**src/oas_pkg.sv**
```systemverilog
`default_nettype none

package oas_pkg;

  // default capacity in words
  localparam int unsigned DEPTH   = 256;
  localparam int unsigned COUNT_W = $clog2(DEPTH + 1);
  localparam int unsigned WORD_W  = 32;

  // request action codes
  typedef enum logic [2:0] {
    ACT_PUSH      = 3'd0,
    ACT_INSERT    = 3'd1,
    ACT_POP       = 3'd2,
    ACT_REMOVE_AT = 3'd3,
    ACT_REMOVE_EQ = 3'd4,
    ACT_READ      = 3'd5
  } action_e;

  // response status codes
  typedef enum logic [1:0] {
    STS_OK    = 2'd0,
    STS_RANGE = 2'd1,
    STS_EMPTY = 2'd2,
    STS_FULL  = 2'd3
  } status_e;

  // controller states
  typedef enum logic [3:0] {
    ST_IDLE  = 4'b0001,
    ST_SCAN  = 4'b0010,
    ST_DRAIN = 4'b0100,
    ST_FIN   = 4'b1000
  } state_e;

endpackage

`default_nettype wire

```
**src/oas_if.sv**
```systemverilog
`default_nettype none

// request channel
interface oas_req_if;
  logic                valid;
  logic                ready;
  logic [2:0]          action;
  logic [7:0]          index;
  logic signed [31:0]  operand_value;

  modport source (output valid, action, index, operand_value, input ready);
  modport sink   (input valid, action, index, operand_value, output ready);
endinterface

// response channel
interface oas_rsp_if #(
  parameter int unsigned CountWidth = oas_pkg::COUNT_W
);
  logic                  valid;
  logic                  ready;
  logic signed [31:0]    result_value;
  logic [CountWidth-1:0] item_count;
  logic [1:0]            status;
  logic [CountWidth-1:0] removed_count;

  modport source (output valid, result_value, item_count, status, removed_count,
                  input ready);
  modport sink   (input valid, result_value, item_count, status, removed_count,
                  output ready);
endinterface

`default_nettype wire

```
**src/oas_ctrl.sv**
```systemverilog
`default_nettype none

// request decode, scan sequencer and response register
module oas_ctrl #(
  parameter int unsigned Depth = oas_pkg::DEPTH,
  localparam int unsigned AW   = $clog2(Depth),
  localparam int unsigned CW   = $clog2(Depth + 1),
  localparam int unsigned XW   = (CW > 8) ? CW : 8
) (
  input  wire logic                        clk_i,
  input  wire logic                        rst_ni,
  oas_req_if.sink                          req_i,
  oas_rsp_if.source                        rsp_o,
  output      logic                        mem_we_o,
  output      logic [AW-1:0]               mem_waddr_o,
  output      logic [oas_pkg::WORD_W-1:0]  mem_wdata_o,
  output      logic                        mem_re_o,
  output      logic [AW-1:0]               mem_raddr_o,
  input  wire logic [oas_pkg::WORD_W-1:0]  mem_rdata_i
);

  oas_pkg::state_e  state_q, state_d;
  oas_pkg::action_e op_q, op_d;
  logic [AW-1:0]    idx_q, idx_d;
  logic [31:0]      val_q, val_d;
  logic [CW-1:0]    cnt_q, cnt_d;
  logic [AW-1:0]    ptr_q, ptr_d;
  logic [AW-1:0]    last_q, last_d;
  logic             up_q, up_d;
  logic             rv_q, rv_d;
  logic [AW-1:0]    rv_addr_q, rv_addr_d;
  logic [31:0]      res_q, res_d;
  logic [CW-1:0]    keep_q, keep_d;
  logic [CW-1:0]    removed_q, removed_d;

  logic             out_valid_q, out_valid_d;
  logic [31:0]      out_res_q, out_res_d;
  logic [CW-1:0]    out_cnt_q, out_cnt_d;
  logic [1:0]       out_status_q, out_status_d;
  logic [CW-1:0]    out_removed_q, out_removed_d;

  logic             accept;
  logic             out_load;
  logic [XW-1:0]    idx_ext, cnt_ext;
  logic             in_range, is_full, is_empty;
  logic [AW-1:0]    cnt_last;

  assign req_i.ready = (state_q == oas_pkg::ST_IDLE) && (!out_valid_q || rsp_o.ready);
  assign accept      = req_i.valid && req_i.ready;

  assign idx_ext  = XW'(req_i.index);
  assign cnt_ext  = XW'(cnt_q);
  assign in_range = idx_ext < cnt_ext;
  assign is_full  = cnt_q == CW'(Depth);
  assign is_empty = cnt_q == '0;
  assign cnt_last = AW'(cnt_q - CW'(1));

  always_comb begin
    state_d   = state_q;
    op_d      = op_q;
    idx_d     = idx_q;
    val_d     = val_q;
    cnt_d     = cnt_q;
    ptr_d     = ptr_q;
    last_d    = last_q;
    up_d      = up_q;
    rv_d      = 1'b0;
    rv_addr_d = rv_addr_q;
    res_d     = res_q;
    keep_d    = keep_q;
    removed_d = removed_q;

    out_load      = 1'b0;
    out_res_d     = out_res_q;
    out_cnt_d     = out_cnt_q;
    out_status_d  = out_status_q;
    out_removed_d = out_removed_q;

    mem_we_o    = 1'b0;
    mem_waddr_o = '0;
    mem_wdata_o = '0;
    mem_re_o    = 1'b0;
    mem_raddr_o = ptr_q;

    // process the word read in the previous cycle
    if (rv_q) begin
      case (op_q)
        oas_pkg::ACT_INSERT: begin
          mem_we_o    = 1'b1;
          mem_waddr_o = rv_addr_q + AW'(1);
          mem_wdata_o = mem_rdata_i;
        end
        oas_pkg::ACT_REMOVE_AT: begin
          if (rv_addr_q == idx_q) begin
            res_d = mem_rdata_i;
          end else begin
            mem_we_o    = 1'b1;
            mem_waddr_o = rv_addr_q - AW'(1);
            mem_wdata_o = mem_rdata_i;
          end
        end
        oas_pkg::ACT_REMOVE_EQ: begin
          if (mem_rdata_i == val_q) begin
            removed_d = removed_q + CW'(1);
          end else begin
            mem_we_o    = 1'b1;
            mem_waddr_o = AW'(keep_q);
            mem_wdata_o = mem_rdata_i;
            keep_d      = keep_q + CW'(1);
          end
        end
        default: begin
          res_d = mem_rdata_i;
        end
      endcase
    end

    case (state_q)
      // decode; short actions and errors answer at once
      oas_pkg::ST_IDLE: begin
        if (accept) begin
          op_d         = oas_pkg::action_e'(req_i.action);
          idx_d        = AW'(req_i.index);
          val_d        = $unsigned(req_i.operand_value);
          res_d        = '0;
          keep_d       = '0;
          removed_d    = '0;
          out_res_d    = '0;
          out_cnt_d    = cnt_q;
          out_status_d = oas_pkg::STS_OK;
          out_removed_d = '0;
          case (req_i.action)
            oas_pkg::ACT_PUSH: begin
              out_load = 1'b1;
              if (is_full) begin
                out_status_d = oas_pkg::STS_FULL;
              end else begin
                mem_we_o    = 1'b1;
                mem_waddr_o = AW'(cnt_q);
                mem_wdata_o = $unsigned(req_i.operand_value);
                cnt_d       = cnt_q + CW'(1);
                out_cnt_d   = cnt_q + CW'(1);
              end
            end
            oas_pkg::ACT_INSERT: begin
              if (!in_range) begin
                out_load     = 1'b1;
                out_status_d = oas_pkg::STS_RANGE;
              end else if (is_full) begin
                out_load     = 1'b1;
                out_status_d = oas_pkg::STS_FULL;
              end else begin
                ptr_d   = cnt_last;
                last_d  = AW'(req_i.index);
                up_d    = 1'b0;
                state_d = oas_pkg::ST_SCAN;
              end
            end
            oas_pkg::ACT_POP: begin
              if (is_empty) begin
                out_load     = 1'b1;
                out_status_d = oas_pkg::STS_EMPTY;
              end else begin
                ptr_d   = cnt_last;
                last_d  = cnt_last;
                up_d    = 1'b1;
                state_d = oas_pkg::ST_SCAN;
              end
            end
            oas_pkg::ACT_REMOVE_AT: begin
              if (!in_range) begin
                out_load     = 1'b1;
                out_status_d = oas_pkg::STS_RANGE;
              end else begin
                ptr_d   = AW'(req_i.index);
                last_d  = cnt_last;
                up_d    = 1'b1;
                state_d = oas_pkg::ST_SCAN;
              end
            end
            oas_pkg::ACT_REMOVE_EQ: begin
              if (is_empty) begin
                out_load = 1'b1;
              end else begin
                ptr_d   = '0;
                last_d  = cnt_last;
                up_d    = 1'b1;
                state_d = oas_pkg::ST_SCAN;
              end
            end
            oas_pkg::ACT_READ: begin
              if (!in_range) begin
                out_load     = 1'b1;
                out_status_d = oas_pkg::STS_RANGE;
              end else begin
                ptr_d   = AW'(req_i.index);
                last_d  = AW'(req_i.index);
                up_d    = 1'b1;
                state_d = oas_pkg::ST_SCAN;
              end
            end
            default: begin
              out_load = 1'b1;
            end
          endcase
        end
      end

      // one read per cycle across the range
      oas_pkg::ST_SCAN: begin
        mem_re_o  = 1'b1;
        rv_d      = 1'b1;
        rv_addr_d = ptr_q;
        if (ptr_q == last_q) begin
          state_d = oas_pkg::ST_DRAIN;
        end else if (up_q) begin
          ptr_d = ptr_q + AW'(1);
        end else begin
          ptr_d = ptr_q - AW'(1);
        end
      end

      // last read word is handled above
      oas_pkg::ST_DRAIN: begin
        state_d = oas_pkg::ST_FIN;
      end

      // commit count, place inserted word, load response
      oas_pkg::ST_FIN: begin
        out_load      = 1'b1;
        out_status_d  = oas_pkg::STS_OK;
        out_res_d     = res_q;
        out_removed_d = removed_q;
        case (op_q)
          oas_pkg::ACT_INSERT: begin
            mem_we_o    = 1'b1;
            mem_waddr_o = idx_q;
            mem_wdata_o = val_q;
            cnt_d       = cnt_q + CW'(1);
          end
          oas_pkg::ACT_POP,
          oas_pkg::ACT_REMOVE_AT: begin
            cnt_d = cnt_q - CW'(1);
          end
          oas_pkg::ACT_REMOVE_EQ: begin
            cnt_d = keep_q;
          end
          default: begin
            cnt_d = cnt_q;
          end
        endcase
        out_cnt_d = cnt_d;
        state_d   = oas_pkg::ST_IDLE;
      end

      default: begin
        state_d = oas_pkg::ST_IDLE;
      end
    endcase

    // response register
    if (out_load) begin
      out_valid_d = 1'b1;
    end else if (rsp_o.ready) begin
      out_valid_d = 1'b0;
    end else begin
      out_valid_d = out_valid_q;
    end
  end

  // control state
  always_ff @(posedge clk_i or negedge rst_ni) begin
    if (!rst_ni) begin
      state_q     <= oas_pkg::ST_IDLE;
      cnt_q       <= '0;
      rv_q        <= 1'b0;
      out_valid_q <= 1'b0;
    end else begin
      state_q     <= state_d;
      cnt_q       <= cnt_d;
      rv_q        <= rv_d;
      out_valid_q <= out_valid_d;
    end
  end

  // payload registers
  always_ff @(posedge clk_i) begin
    op_q          <= op_d;
    idx_q         <= idx_d;
    val_q         <= val_d;
    ptr_q         <= ptr_d;
    last_q        <= last_d;
    up_q          <= up_d;
    rv_addr_q     <= rv_addr_d;
    res_q         <= res_d;
    keep_q        <= keep_d;
    removed_q     <= removed_d;
    out_res_q     <= out_res_d;
    out_cnt_q     <= out_cnt_d;
    out_status_q  <= out_status_d;
    out_removed_q <= out_removed_d;
  end

  assign rsp_o.valid         = out_valid_q;
  assign rsp_o.result_value  = $signed(out_res_q);
  assign rsp_o.item_count    = out_cnt_q;
  assign rsp_o.status        = out_status_q;
  assign rsp_o.removed_count = out_removed_q;

endmodule

`default_nettype wire

```
**src/flat_wrapper.sv**
```systemverilog
// flat-port wrapper written by rule: the top's interface ports become plain ports
module oas_ctrl_flat 
#(
  parameter int unsigned Depth = oas_pkg::DEPTH,
  localparam int unsigned AW   = $clog2(Depth),
  localparam int unsigned CW   = $clog2(Depth + 1),
  localparam int unsigned XW   = (CW > 8) ? CW : 8
)
  (clk_i, rst_ni, mem_we_o, mem_waddr_o, mem_wdata_o, mem_re_o, mem_raddr_o, mem_rdata_i, req_i_valid, req_i_action, req_i_index, req_i_operand_value, req_i_ready, rsp_o_valid, rsp_o_result_value, rsp_o_item_count, rsp_o_status, rsp_o_removed_count, rsp_o_ready);
  oas_req_if req_i_i ();
  oas_rsp_if rsp_o_i ();
  input  wire logic clk_i;
  input  wire logic rst_ni;
  output      logic mem_we_o;
  output      logic [AW-1:0] mem_waddr_o;
  output      logic [oas_pkg::WORD_W-1:0] mem_wdata_o;
  output      logic mem_re_o;
  output      logic [AW-1:0] mem_raddr_o;
  input  wire logic [oas_pkg::WORD_W-1:0] mem_rdata_i;
  input wire logic [$bits(req_i_i.valid)-1:0] req_i_valid;
  input wire logic [$bits(req_i_i.action)-1:0] req_i_action;
  input wire logic [$bits(req_i_i.index)-1:0] req_i_index;
  input wire logic [$bits(req_i_i.operand_value)-1:0] req_i_operand_value;
  output wire logic [$bits(req_i_i.ready)-1:0] req_i_ready;
  output wire logic [$bits(rsp_o_i.valid)-1:0] rsp_o_valid;
  output wire logic [$bits(rsp_o_i.result_value)-1:0] rsp_o_result_value;
  output wire logic [$bits(rsp_o_i.item_count)-1:0] rsp_o_item_count;
  output wire logic [$bits(rsp_o_i.status)-1:0] rsp_o_status;
  output wire logic [$bits(rsp_o_i.removed_count)-1:0] rsp_o_removed_count;
  input wire logic [$bits(rsp_o_i.ready)-1:0] rsp_o_ready;
  assign req_i_i.valid = req_i_valid;
  assign req_i_i.action = req_i_action;
  assign req_i_i.index = req_i_index;
  assign req_i_i.operand_value = req_i_operand_value;
  assign req_i_ready = req_i_i.ready;
  assign rsp_o_valid = rsp_o_i.valid;
  assign rsp_o_result_value = rsp_o_i.result_value;
  assign rsp_o_item_count = rsp_o_i.item_count;
  assign rsp_o_status = rsp_o_i.status;
  assign rsp_o_removed_count = rsp_o_i.removed_count;
  assign rsp_o_i.ready = rsp_o_ready;
  oas_ctrl #(.Depth(Depth)) u_core (.clk_i(clk_i), .rst_ni(rst_ni), .req_i(req_i_i), .rsp_o(rsp_o_i), .mem_we_o(mem_we_o), .mem_waddr_o(mem_waddr_o), .mem_wdata_o(mem_wdata_o), .mem_re_o(mem_re_o), .mem_raddr_o(mem_raddr_o), .mem_rdata_i(mem_rdata_i));
endmodule
```
**config.mk**
```make
export PLATFORM = sky130hd
export DESIGN_NAME = oas_ctrl_flat
export DESIGN_NICKNAME = d
export VERILOG_FILES = /design/src/oas_pkg.sv /design/src/oas_if.sv /design/src/oas_ctrl.sv /design/src/flat_wrapper.sv
export SDC_FILE = /design/constraint.sdc
export NUM_CORES = 1
export LEC_CHECK = 0
export BUFFER_PORTS_ARGS = -buffer_cell sky130_fd_sc_hd__buf_4
export CORE_ASPECT_RATIO = 1.1
export CORE_MARGIN = 1
export CORE_UTILIZATION = 55
export CTS_CLUSTER_SIZE = 16
export DETAILED_ROUTE_END_ITERATION = 8
export GPL_TIMING_DRIVEN = 0
export PLACE_DENSITY = 0.9
export SLEW_MARGIN = 10
export SYNTH_ARGS = -nofsm -noshare
export SYNTH_HDL_FRONTEND = slang
export SYNTH_SLANG_ARGS = --single-unit
```
**constraint.sdc**
```tcl
create_clock -name clk_i -period 5.3 [get_ports clk_i]
set_input_delay 1.59 -clock clk_i [delete_from_list [all_inputs] [get_ports clk_i]]
set_output_delay 1.59 -clock clk_i [all_outputs]
set_load 0.02 [all_outputs]
```
**After elaboration in Yosys (flattened, before gate mapping)**

Index checks and enable logic that the tools add are counted.
Widths: inputs -> output; s select.

- Add/sub/neg operators: 8
- Magnitude comparators: 1
- Equal/unequal tests: 34
- Multiplexer cells: 95
- Reductions and logical operators: 21

Operators with widths:

| operator | count |
|---|---|
| $mux 32 | 12 |
| $pmux 32 s2 | 3 |
| $mux 8 | 18 |
| $mux 9 | 14 |
| $pmux 32 s3 | 1 |
| $pmux 8 s4 | 2 |
| $pmux 9 s2 | 2 |
| $eq 32x32->1 | 1 |
| $pmux 8 s2 | 2 |
| $add 9x1->9 const B | 3 |
| $pmux 9 s3 | 1 |
| $mux 4 | 6 |
| $pmux 4 s3 | 2 |
| $pmux 8 s3 | 1 |
| $mux 1 | 20 |
| $add 8x1->8 const B | 2 |
| $eq 8x8->1 | 2 |
| $sub 8x1->8 const B | 2 |
| $reduce_and 7->1 | 2 |
| $eq 3x2->1 const B | 4 |
| $ne 2x1->1 const B | 6 |
| $ne 3x3->1 const B | 4 |
| $eq 3x3->1 const B | 3 |
| $eq 9x9->1 const B | 1 |
| other kinds (28) | 45 |

- Flip-flop bits (word level): 185
- Input port bits: 79
- Output and inout bits: 104
- Word-level logic and storage cells: 177

**Logic depth before layout (Yosys ltp)**

- Word-level depth: 8
- Depth in mapped cells: 11

**Worst setup path after synthesis**

OpenSTA, ideal clock, no wires.

- Path type: input-to-output
- From: input rsp_o_ready
- To: output mem_waddr_o[0]
- Data arrival time: 3.198 ns
- Data required time: 3.710 ns
- Setup slack: 0.512 ns
- Cell stages on the path: 7
- Path buffers: 1
- Cells stage by stage: nand2b_1 > and2_2 > nand2_1 > nor2_4 > or3_1 > buf_6 > o21ai_0

- Cells in the longest elaborated chain, start to end: 5

RTL lines:

| what | RTL line | text |
|---|---|---|
| start, declared | flat_wrapper.sv:30 | `input wire logic [$bits(rsp_o_i.ready)-1:0] rsp_o_ready;` |
| $logic_or 1x1->1 | oas_ctrl.sv:48 | `assign req_i.ready = (state_q == oas_pkg::ST_IDLE) && (!out_valid_q \|\| rsp_o.ready);` |
| $logic_and 1x1->1 | oas_ctrl.sv:48 |  |
| net req_i_ready | flat_wrapper.sv:24 | `output wire logic [$bits(req_i_i.ready)-1:0] req_i_ready;` |
| $logic_and 1x1->1 | oas_ctrl.sv:49 | `assign accept = req_i.valid && req_i.ready;` |
| $mux 8 | oas_ctrl.sv:121 | `if (accept) begin` |
| $pmux 8 s2 | oas_ctrl.sv:118 | `case (state_q)` |
| end, declared | flat_wrapper.sv:15 | `output logic [AW-1:0] mem_waddr_o;` |

The timed path passes the listed nets, and every way through them passes these cells.

**Final worst setup path**

- From: input mem_rdata_i[12] (netlist bit)
- To: output mem_waddr_o[0]

- Cells in the longest elaborated chain, start to end: 8
- Elaborated cells between the ends (all ways): 9

RTL lines:

| what | RTL line | text |
|---|---|---|
| start, declared | flat_wrapper.sv:19 | `input wire logic [oas_pkg::WORD_W-1:0] mem_rdata_i;` |
| $eq 32x32->1 * | oas_ctrl.sv:103 | `if (mem_rdata_i == val_q) begin` |
| $mux 8 * | oas_ctrl.sv:103 |  |
| $pmux 8 s3 * | oas_ctrl.sv:87 | `case (op_q)` |
| $mux 8 * | oas_ctrl.sv:86 | `if (rv_q) begin` |
| $mux 8 | oas_ctrl.sv:135 | `if (is_full) begin` |
| $mux 8 | oas_ctrl.sv:132 | `case (req_i.action)` |
| $mux 8 | oas_ctrl.sv:121 |  |
| $pmux 8 s2 * | oas_ctrl.sv:118 |  |

Every way passes the cells marked *; elsewhere a longest branch is shown, timed or not.

==> flow_summary.yaml <==
run_status:
  outcome: "finished, final reports clean"
yosys:
  synth_top_cell_area_share: 0.3687
  synth_area_leader_cell: "edfxtp_1"
  netlist_top_cells_area: "edfxtp_1 (37%), dfxtp_1 (10%), xor2_1 (4.0%)"
  yosysUniqueCellTypes: 78
  netlist_area_um2: 9773
  synth_top_cells_by_count: "edfxtp_1 (120), nand2_1 (99), a21oi_1 (69), nor2_1 (57), dfxtp_1 (50)"
  synth-seq-area-share: 0.5097
  syn_nets: 1016
  ys_ff_latch: 185
  synth_flop_cell: "edfxtp_1"
  async_flop_share: 0.08108
  synth-edff-count: 120
  syn_area_per_cell_um2: 10.67
  synth_warnings: 0
  yosysMostFrequentCell: "edfxtp_1"
  synthCells: 916
sta:
  max_slew_margin: 0.2867
  setup_viol: 0
  min_period_over_period: 0.9894
  rsz0062_at_grt: "false"
  finalSetupTns_ns: 0
  period_needed_ns: 5.244
  tightestPinTransition_ns: 1.070
  fin_worst_skew_ns: 0.009713
  max_freq_mhz: 190.7
  final_hold_viol_count: 0
  drv_slew: 0
  fin_ws_ns: 0.05618
placement:
  dp_slack_ns: -0.5025
  hpwl_um: 20660
  gp_congestion: 0.9856
  port_buffers: 182
pwr:
  power_density_nw_per_um2: 470.2
  vdd_ir_drop_max_uv: 303.0
  p_leak_nw: 4.939
die:
  ios: 183
  floorplan.initialDensity: 0.5681
  die_w_um: 129.1
  die_h_um: 141.8
  core-area_um2: 17200
  fp-row-count: 50
  dieArea_um2: 18310
clock_tree:
  path_clk_slew_ns: 0.07
  cts_root_buffer: "clkbuf_16"
  cts.htree.levels: 4
  clock_latency_ns: 0.44
  cts_buffers: 17
  cts_max_path_buffers: 2
  cts.sink_count: 185
  cts_tree: "done"
routing:
  firstDrtPassIters: 6
  vias: 8290
  drc: 0
  drt_iter0_markers: 767
  vias_per_cell: 6.047
  wirelength_um: 28350
  ant_nets: 0
  wl_per_cell_um: 20.68
grt:
  grt_use_met1: 0.3752
  grt_util_met2: 0.5362
  grt.overflow.total: 0
  grt_pass1_wl_um: 42800
  grt_usage: 0.3108
  grt_antenna_before_repair: 0
  grt_pass1_vias: 7906
  grt_start_max_net_pins: 37
  grt_use_met3: 0.04864
  grt_busiest_layer: "met2"
setup_path:
  rr_worst_depth: 6
  crit_arrival_ns: 3.65
  crit-reg2reg-launch: "u_core.state_q[0]"
  regToRegSetupSlack_ns: 2.01
  worstSetupStartpointType: "input port"
  cp_max_fo: 7
  slowest_delay_ns: 0.43
  critPathKind: "in -> out"
  path_cells: "buf_4, xor2_1, nor4_4, nand4_1, buf_4, nor2_4, inv_1, ha_1, a22oi_1, o21ai_0, buf_4"
  cp-startpoint: "mem_rdata_i[12]"
  endpoint_kind: "primary output"
  cpMaxStageDelayCell: "nor4_4"
  worstReg2RegEnd: "u_core.mem_raddr_o[0]"
  worstSetupEndpoint: "mem_waddr_o[0]"
  cp.required_ns: 3.71
  crit_top_cell: "buf_4"
finish:
  fill_cells: 1206
  nets: 1224
  area_growth_pct: 24.22
  layout-drive-gt1-share: 0.2726
  antenna_cells: 0
run:
  cap_violations: 0
worst_hold_path:
  hold_class: "reg -> reg"
  hold_depth: 2
==> routing by layer <==
metal | up-vias | share of wire
met1 | 3971 | 0.38
li1 | 3747 | -
met5 | - | 0
met4 | 0 | 0.044
met3 | 97 | 0.073
met2 | 475 | 0.51
==> state kept, by name, summed over array words and instances, names as in the netlist, 2 cells and up <==
signal and flops:
u_core.cnt_ext 9, u_core.idx_q 8, u_core.keep_q 9, u_core.last_q 8, u_core.mem_raddr_o 8, u_core.op_q 3
u_core.removed_q 9, u_core.res_q 32, u_core.rsp_o.item_count 9, u_core.rsp_o.removed_count 9, u_core.rsp_o.result_value 32, u_core.rsp_o.status 2
u_core.rv_addr_q 8, u_core.state_q 4, u_core.val_q 32
==> cell families (layout without fill, tap and decap cells) <==
logic type,count (synthesis),after routing,share of synthesized area
mux,11,11,0.01216
fa+ha+maj,21,21,0.02765
buf+inv,72,293,0.04429
simple gates,301,301,0.1586
xor+xnor,86,86,0.07707
flops,185,185,0.5097
compound gates,240,240,0.1705
==> worst max-delay path: cells and delay by family <==
family / cells / cell delay, ns
and+or+nand+nor: 3 / 0.78
xor gates and xnor gates: 1 / 0.20
AOI/OAI and AO/OA: 2 / 0.30
buffers and inverters: 4 / 0.58
adders and majority gates: 1 / 0.19
==> report_power, final <==
group	internal, W	total (W)	switching, W	leakage, nW
registers	0.00203	0.00229	0.000258	1.73
clock network	0.000629	0.00126	0.000631	0.280
logic	0.000816	0.00216	0.00134	2.93
==> repair_timing <==
action                     in CTS  in global routing
pin swaps                       3                  3
setup endpoints to repair      41                 36
setup buffers                   3                  2
resized for setup               8                  5
hold buffers                    0                  0
==> cell type report <==
| type | count | area (um2) | share of cell area |
|---|---|---|---|
| buffer | 49 | 349.1 | 0.02875 |
| clock buffer | 17 | 425.4 | 0.03504 |
| clock inverter | 15 | 146.4 | 0.01206 |
| inverter | 23 | 87.58 | 0.007214 |
| multi-input combinational | 659 | 4414 | 0.3636 |
| sequential | 185 | 4981 | 0.4103 |
| tap | 234 | 292.8 | 0.02412 |
| timing repair buffer | 189 | 1444 | 0.1189 |
==> per-stage QoR <==
stage          total power (W)  area (um2)  utilization  hold WS (ns)  instances
2_1_floorplan         0.003598        9773            -        0.4317        916
3_3_place_gp          0.004323       11430       0.6645        0.4369       1332
3_5_place_dp          0.004410       11470       0.6670        0.4427       1334
4_1_cts               0.005669       12110       0.7041        0.4527       1369
5_1_grt               0.005931       12140       0.7057        0.4650       1371
6_report              0.005709       12140       0.7057        0.4521       1371
==> worst min-delay path by stage <==
stage | start | to | slack [ns]
global placement | u_core.res_q[17] | u_core.res_q[17] | 0.44
detailed placement | u_core.res_q[22] | u_core.res_q[22] | 0.44
floorplan | u_core.res_q[0] | u_core.res_q[0] | 0.43
global route | u_core.res_q[1] | u_core.res_q[1] | 0.47
finish | u_core.res_q[22] | u_core.res_q[22] | 0.45
CTS | u_core.res_q[22] | u_core.res_q[22] | 0.45
==> cells in the final DEF (no fill, tap or decap), types with 12 or more instances in the layout <==
master and n:
xnor2_1 41, ha_1 20, a21oi_1 69, nand2_1 99, and2_1 43, nor2_1 55, xor2_1 45, clkbuf_8 12
dfrtp_1 14, clkbuf_1 28, dfxtp_1 50, a21o_1 34, edfxtp_1 120, clkbuf_16 17, buf_4 188, nand3_1 24
o21ai_0 34, a22o_2 31, inv_1 20
(Power assumes the default switching activity.)
